<file path="config.mk">
export PLATFORM = sky130hd
export DESIGN_NAME = pibc_ctrl
export DESIGN_NICKNAME = d
export VERILOG_FILES = /design/src/design/pibc_pkg.sv /design/src/design/pibc_ctrl.sv
export SDC_FILE = /design/constraint.sdc
export NUM_CORES = 1
export LEC_CHECK = 0
export BUFFER_PORTS_ARGS = -buffer_cell sky130_fd_sc_hd__buf_4
export CORE_MARGIN = 5
export CORE_UTILIZATION = 57
export DETAILED_ROUTE_END_ITERATION = 8
export GPL_ROUTABILITY_DRIVEN = 0
export HOLD_SLACK_MARGIN = 0.1
export PLACE_DENSITY = 0.92
export SKIP_LAST_GASP = 1
export SLEW_MARGIN = 20
export SYNTH_ARGS = -nofsm -noshare
export SYNTH_HDL_FRONTEND = slang
export SYNTH_SLANG_ARGS = --single-unit
export TNS_END_PERCENT = 30
</file>
<file path="constraint.sdc">
create_clock -name clk_i -period 6.1 [get_ports clk_i]
set_input_delay 1.22 -clock clk_i [delete_from_list [all_inputs] [get_ports clk_i]]
set_output_delay 1.22 -clock clk_i [all_outputs]
set_load 0.01 [all_outputs]
</file>
<file path="src/design/pibc_pkg.sv">
// Shared types and constants of the PID controller with integral band.
`default_nettype none

package pibc_pkg;

  localparam int unsigned DataW = 32;   // width of one value field
  localparam int unsigned IntW  = 48;   // integral accumulator width
  localparam int unsigned NumW  = 64;   // divider dividend width
  localparam int unsigned DenW  = 32;   // divider divisor width
  localparam int unsigned AccW  = 80;   // one gain product, full width
  localparam int unsigned TotW  = 66;   // sum of three floored products
  localparam int unsigned InW   = 128;  // input tdata width
  localparam int unsigned OutW  = 40;   // output tdata width
  localparam int unsigned CfgIdxW = 3;

  localparam logic [DenW-1:0] MsPerS = 32'd1000;
  // ceil(2^36 / 1000): exact quotient by 1000 for dividends below 2^26
  localparam logic [26:0] RecipMs = 27'd68719477;

  typedef enum logic [CfgIdxW-1:0] {
    CFG_MODE  = 3'd0,
    CFG_KP    = 3'd1,
    CFG_KI    = 3'd2,
    CFG_KD    = 3'd3,
    CFG_INNER = 3'd4,
    CFG_OUTER = 3'd5
  } cfg_idx_e;

  typedef enum logic [1:0] {
    MODE_ERR = 2'd0,
    MODE_VEL = 2'd1,
    MODE_FF  = 2'd2
  } mode_e;

  typedef enum logic [1:0] {
    TERM_P = 2'd0,
    TERM_I = 2'd1,
    TERM_D = 2'd2
  } term_e;

  typedef enum logic [14:0] {
    ST_IDLE  = 15'b000000000000001,
    ST_SETUP = 15'b000000000000010,
    ST_BANDS = 15'b000000000000100,
    ST_RPREP = 15'b000000000001000,
    ST_RGO   = 15'b000000000010000,
    ST_RDIV  = 15'b000000000100000,
    ST_RFIN  = 15'b000000001000000,
    ST_IPREP = 15'b000000010000000,
    ST_IGO   = 15'b000000100000000,
    ST_IDIV  = 15'b000001000000000,
    ST_IUPD  = 15'b000010000000000,
    ST_MUL   = 15'b000100000000000,
    ST_TERM  = 15'b001000000000000,
    ST_DONE  = 15'b010000000000000,
    ST_SPARE = 15'b100000000000000
  } state_e;

  typedef struct packed {
    logic       load;
    logic       setup;
    logic       bands;
    logic       rprep;
    logic       iprep;
    logic       div_start;
    logic       kdiv_start;
    logic       rfin;
    logic       iupd;
    logic       mul_step;
    logic       term_add;
    logic       out_load;
    logic [1:0] chunk;
    term_e      term;
  } cmd_t;

  typedef struct packed {
    logic dms_zero;
    logic in_band;
    logic div_done;
    logic kdiv_done;
    logic out_free;
  } sts_t;

endpackage

`default_nettype wire

</file>
<file path="src/design/pibc_ctrl.sv">
// Controller state machine sequencing one item through the datapath.
`default_nettype none

module pibc_ctrl (
  input  wire logic           clk_i,
  input  wire logic           rst_ni,
  input  wire logic           in_valid_i,
  output logic                in_ready_o,
  input  wire pibc_pkg::sts_t sts_i,
  output pibc_pkg::cmd_t      cmd_o
);

  pibc_pkg::state_e state_q, state_d;
  logic [1:0]       chunk_q, chunk_d;
  pibc_pkg::term_e  term_q, term_d;

  always_comb begin
    state_d = state_q;
    chunk_d = chunk_q;
    term_d  = term_q;
    cmd_o   = '0;
    cmd_o.chunk = chunk_q;
    cmd_o.term  = term_q;
    in_ready_o  = 1'b0;

    unique case (state_q)
      pibc_pkg::ST_IDLE: begin
        in_ready_o = 1'b1;
        if (in_valid_i) begin
          cmd_o.load = 1'b1;
          state_d    = pibc_pkg::ST_SETUP;
        end
      end
      pibc_pkg::ST_SETUP: begin
        cmd_o.setup = 1'b1;
        state_d     = pibc_pkg::ST_BANDS;
      end
      pibc_pkg::ST_BANDS: begin
        cmd_o.bands = 1'b1;
        state_d     = pibc_pkg::ST_RPREP;
      end
      pibc_pkg::ST_RPREP: begin
        cmd_o.rprep = 1'b1;
        state_d     = sts_i.dms_zero ? pibc_pkg::ST_RFIN : pibc_pkg::ST_RGO;
      end
      pibc_pkg::ST_RGO: begin
        cmd_o.div_start = 1'b1;
        state_d         = pibc_pkg::ST_RDIV;
      end
      pibc_pkg::ST_RDIV: begin
        if (sts_i.div_done) begin
          state_d = pibc_pkg::ST_RFIN;
        end
      end
      pibc_pkg::ST_RFIN: begin
        cmd_o.rfin = 1'b1;
        state_d    = sts_i.in_band ? pibc_pkg::ST_IPREP : pibc_pkg::ST_IUPD;
      end
      pibc_pkg::ST_IPREP: begin
        cmd_o.iprep = 1'b1;
        state_d     = pibc_pkg::ST_IGO;
      end
      pibc_pkg::ST_IGO: begin
        cmd_o.kdiv_start = 1'b1;
        state_d          = pibc_pkg::ST_IDIV;
      end
      pibc_pkg::ST_IDIV: begin
        if (sts_i.kdiv_done) begin
          state_d = pibc_pkg::ST_IUPD;
        end
      end
      pibc_pkg::ST_IUPD: begin
        cmd_o.iupd = 1'b1;
        chunk_d    = 2'd0;
        term_d     = pibc_pkg::TERM_P;
        state_d    = pibc_pkg::ST_MUL;
      end
      pibc_pkg::ST_MUL: begin
        cmd_o.mul_step = 1'b1;
        chunk_d        = chunk_q + 2'd1;
        if (chunk_q == 2'd2) begin
          state_d = pibc_pkg::ST_TERM;
        end
      end
      pibc_pkg::ST_TERM: begin
        cmd_o.term_add = 1'b1;
        chunk_d        = 2'd0;
        unique case (term_q)
          pibc_pkg::TERM_P: begin
            term_d  = pibc_pkg::TERM_I;
            state_d = pibc_pkg::ST_MUL;
          end
          pibc_pkg::TERM_I: begin
            term_d  = pibc_pkg::TERM_D;
            state_d = pibc_pkg::ST_MUL;
          end
          default: begin
            state_d = pibc_pkg::ST_DONE;
          end
        endcase
      end
      pibc_pkg::ST_DONE: begin
        if (sts_i.out_free) begin
          cmd_o.out_load = 1'b1;
          state_d        = pibc_pkg::ST_IDLE;
        end
      end
      default: begin
        state_d = pibc_pkg::ST_IDLE;
      end
    endcase
  end

  always_ff @(posedge clk_i or negedge rst_ni) begin
    if (!rst_ni) begin
      state_q <= pibc_pkg::ST_IDLE;
      chunk_q <= 2'd0;
      term_q  <= pibc_pkg::TERM_P;
    end else begin
      state_q <= state_d;
      chunk_q <= chunk_d;
      term_q  <= term_d;
    end
  end

endmodule

`default_nettype wire
</file>
==> flow_summary.toml <==
[outcome]
status = "finished clean"

[critical_path]
cp_data_arrival_time_ns = 2.23
crit_path_top_delay_cell = "dfrtp_1"
path_cells = "nor4_4 -> nand4_1 -> nor2_1 -> and2_1 -> buf_4"
r2r-start = "state_q[4]"
cp-startpoint = "state_q[4]"
regToRegEndpoint = "state_q[6]"
cp-endpoint = "cmd_o[15]"
crit_family = "simple AND/OR/NAND/NOR gates"
crit_path_end_kind = "output pin"
cp.buffers_inverters = 1
critPathLaunchType = "register"
max_stage_delay_ns = 0.51
worstSetupPathType = "reg -> out"
reg2regPathDepth = 5
required_ns = 4.88
path_depth = 5
rrSetupSlack_ns = 4.05
path_max_fanout = 9

[clocking]
cts_tree = "built"
post_cts_buffers = 0
cts_buffer_depth = 2
hold_buffers = 0
cts_max_level = 1
path_clk_slew_ns = 0.11
cts.sinks = 18
cts-resized-gates = 0
cts_root_buf = "clkbuf_4"
clkLatencyLatePin_ns = 0.31
cts_buffers = 3

[power]
power_density_nw_per_um2 = 257
p_leak_nw = 0.642
vdd_drop_max_v = 0.000228

[die]
die_h_um = 55.7
die_w_um = 55.7
io-pin-count = 25
die-area_um2 = 3100
coreArea_um2 = 1980
placementRows = 16
start_util_pct = 60.0

[routing]
drc = 0
dr.first_iter.drc_count = 31
via_per_inst = 5.97
wl_per_cell_um = 14.7
final_antenna_net_count = 0
vias = 1075
totalWireLength_um = 2650
first_pass_iters = 4

[finish]
drive_above_1_share_pct = 26.1
layout_commonest_cell = "buf_4"
final_nets = 163
area_delta_synth_final_pct = 16.9
n_antenna_cell = 0
nFillCells = 158
final_cells = 180
seqCellArea_um2 = 452
final_cell_mix = "buf_4, nor2_1, dfrtp_1, nor3_1, nand2_1"
multi_input_area_um2 = 679

[placement]
dp_hpwl_um = 2010
port_buffers = 24
dp.cells = 176

[synthesis]
syn_nets = 142
postSynthAreaPerCell_um2 = 8.94
netlist_area_um2 = 1190
netlist_instances = 133
seq_area_frac_synth_pct = 38.0
ys_types = 44
synth-seq-cells = 18
synth_warnings = 0

[worst_hold_path]
hold_class = "reg -> reg"

[global_route]
grt_pass1_vias = 968
antenna_found_initial = 0
grt_max_degree = 19
grt_util_all_layers_pct = 17.4
grt_overflow = 0
grt_pass1_wl_um = 4400

[timing]
finalClockSkew_ns = 0.00812
grt_setup_unrepaired = "false"
timing.fmax_ghz = 0.290
worst_pin_slew_ns = 0.533
hold_violations = 0
fin_crit_sh_pct = 56.6
setup_viol = 0
fin_tns_setup_ns = 0
relSlewSlack_pct = 64.2
drv_slew = 0
period_needed_ns = 3.45

[flow_run]
drv_cap = 0
## cell type report
type                            instances  share of cell area [%]
Sequential cell                        18                    32.5
Inverter                                5                    1.35
Multi-Input combinational cell        102                    48.9
Tap cell                               27                    2.43
Timing Repair Buffer                   24                    13.0
Clock buffer                            4                    1.89
## through the flow
stage | total power, mW | hold slack [ns] | setup slack [ns] | utilization, % | instance area [um2]
after detailed placement | 0.293 | 0.497 | 2.99 | 68.8 | 1360
after floorplan | 0.250 | 0.528 | 3.16 | - | 1190
after global routing | 0.382 | 0.552 | 2.48 | 70.1 | 1390
final | 0.357 | 0.515 | 2.65 | 70.1 | 1390
after global placement | 0.290 | 0.486 | 3.05 | 68.8 | 1360
after CTS | 0.357 | 0.513 | 2.64 | 70.1 | 1390
## flip-flops by register name (all words and copies together), names as in the netlist
| name | count |
|---|---|
| chunk_q | 2 |
| state_q | 14 |
| term_q | 2 |
## how the worst min path moves through the flow
| stage | from | to | slack (ns) | cells after the start |
|---|---|---|---|---|
| 3_5_place_dp | term_q[0] | term_q[0] | 0.50 | 1 |
| 6_report | term_q[0] | term_q[0] | 0.52 | 1 |
| 3_3_place_gp | term_q[0] | term_q[0] | 0.49 | 1 |
| 5_1_grt | term_q[0] | term_q[0] | 0.55 | 1 |
| 4_1_cts | term_q[0] | term_q[0] | 0.51 | 1 |
| 2_1_floorplan | term_q[0] | term_q[0] | 0.53 | 1 |
## Yosys cell counts
cell | count | area [um2]
o211ai_1 | 1 | 7.51
nor3_1 | 9 | 45.0
inv_1 | 5 | 18.8
or4_4 | 1 | 11.3
or4_1 | 1 | 7.51
nand4b_1 | 1 | 8.76
and3_1 | 1 | 6.26
nor4_4 | 2 | 42.5
a21bo_2 | 1 | 10.0
a211oi_1 | 1 | 7.51
and2b_1 | 1 | 7.51
o32ai_1 | 1 | 8.76
a31o_2 | 1 | 8.76
dfstp_2 | 1 | 26.3
nand4_2 | 1 | 12.5
a21oi_1 | 6 | 30.0
nand4_1 | 5 | 31.3
or4b_2 | 2 | 20.0
mux2i_1 | 1 | 10.0
nor3b_1 | 3 | 22.5
nor2_1 | 18 | 67.6
a22oi_1 | 1 | 7.51
nor3_2 | 2 | 20.0
and4_1 | 1 | 8.76
nor4b_1 | 1 | 8.76
ha_1 | 1 | 12.5
buf_2 | 4 | 20.0
clkbuf_1 | 3 | 11.3
and3b_1 | 1 | 8.76
nand2_1 | 7 | 26.3
xor2_1 | 3 | 26.3
xnor2_1 | 2 | 17.5
a32o_1 | 1 | 10.0
o41ai_1 | 1 | 8.76
and2_1 | 5 | 31.3
or3_1 | 1 | 6.26
or2b_1 | 1 | 7.51
o22ai_1 | 1 | 6.26
nand2b_1 | 6 | 37.5
nor3b_2 | 2 | 25.0
o21ai_0 | 4 | 20.0
nor4_1 | 4 | 25.0
buf_4 | 1 | 7.51
dfrtp_1 | 17 | 425
## cell families after synthesis
logic type | Yosys count | synth area share [%]
AO/OA/AOI/OAI | 19 | 10.5
XOR/XNOR | 5 | 3.68
adder cells (fa/ha/maj) | 1 | 1.05
buffers and inverters | 13 | 4.84
flip-flops | 18 | 38.0
multiplexers | 1 | 0.842
AND/OR/NAND/NOR | 76 | 41.1
## per-layer routing
layer / vias up / global-route usage (%) / wire length, um
met5: - / 0 / 0
met2: 44 / 26.5 / 1260
li1: 525 / - / -
met1: 502 / 23.1 / 1190
met4: 0 / 7.99 / 37
met3: 4 / 4.18 / 167
## power by group
group          switching [mW]  internal (mW)
clock                  0.0398         0.0256
sequential             0.0233          0.131
combinational          0.0722         0.0652
total                   0.135          0.222
Power figures use the tool's default switching activity.
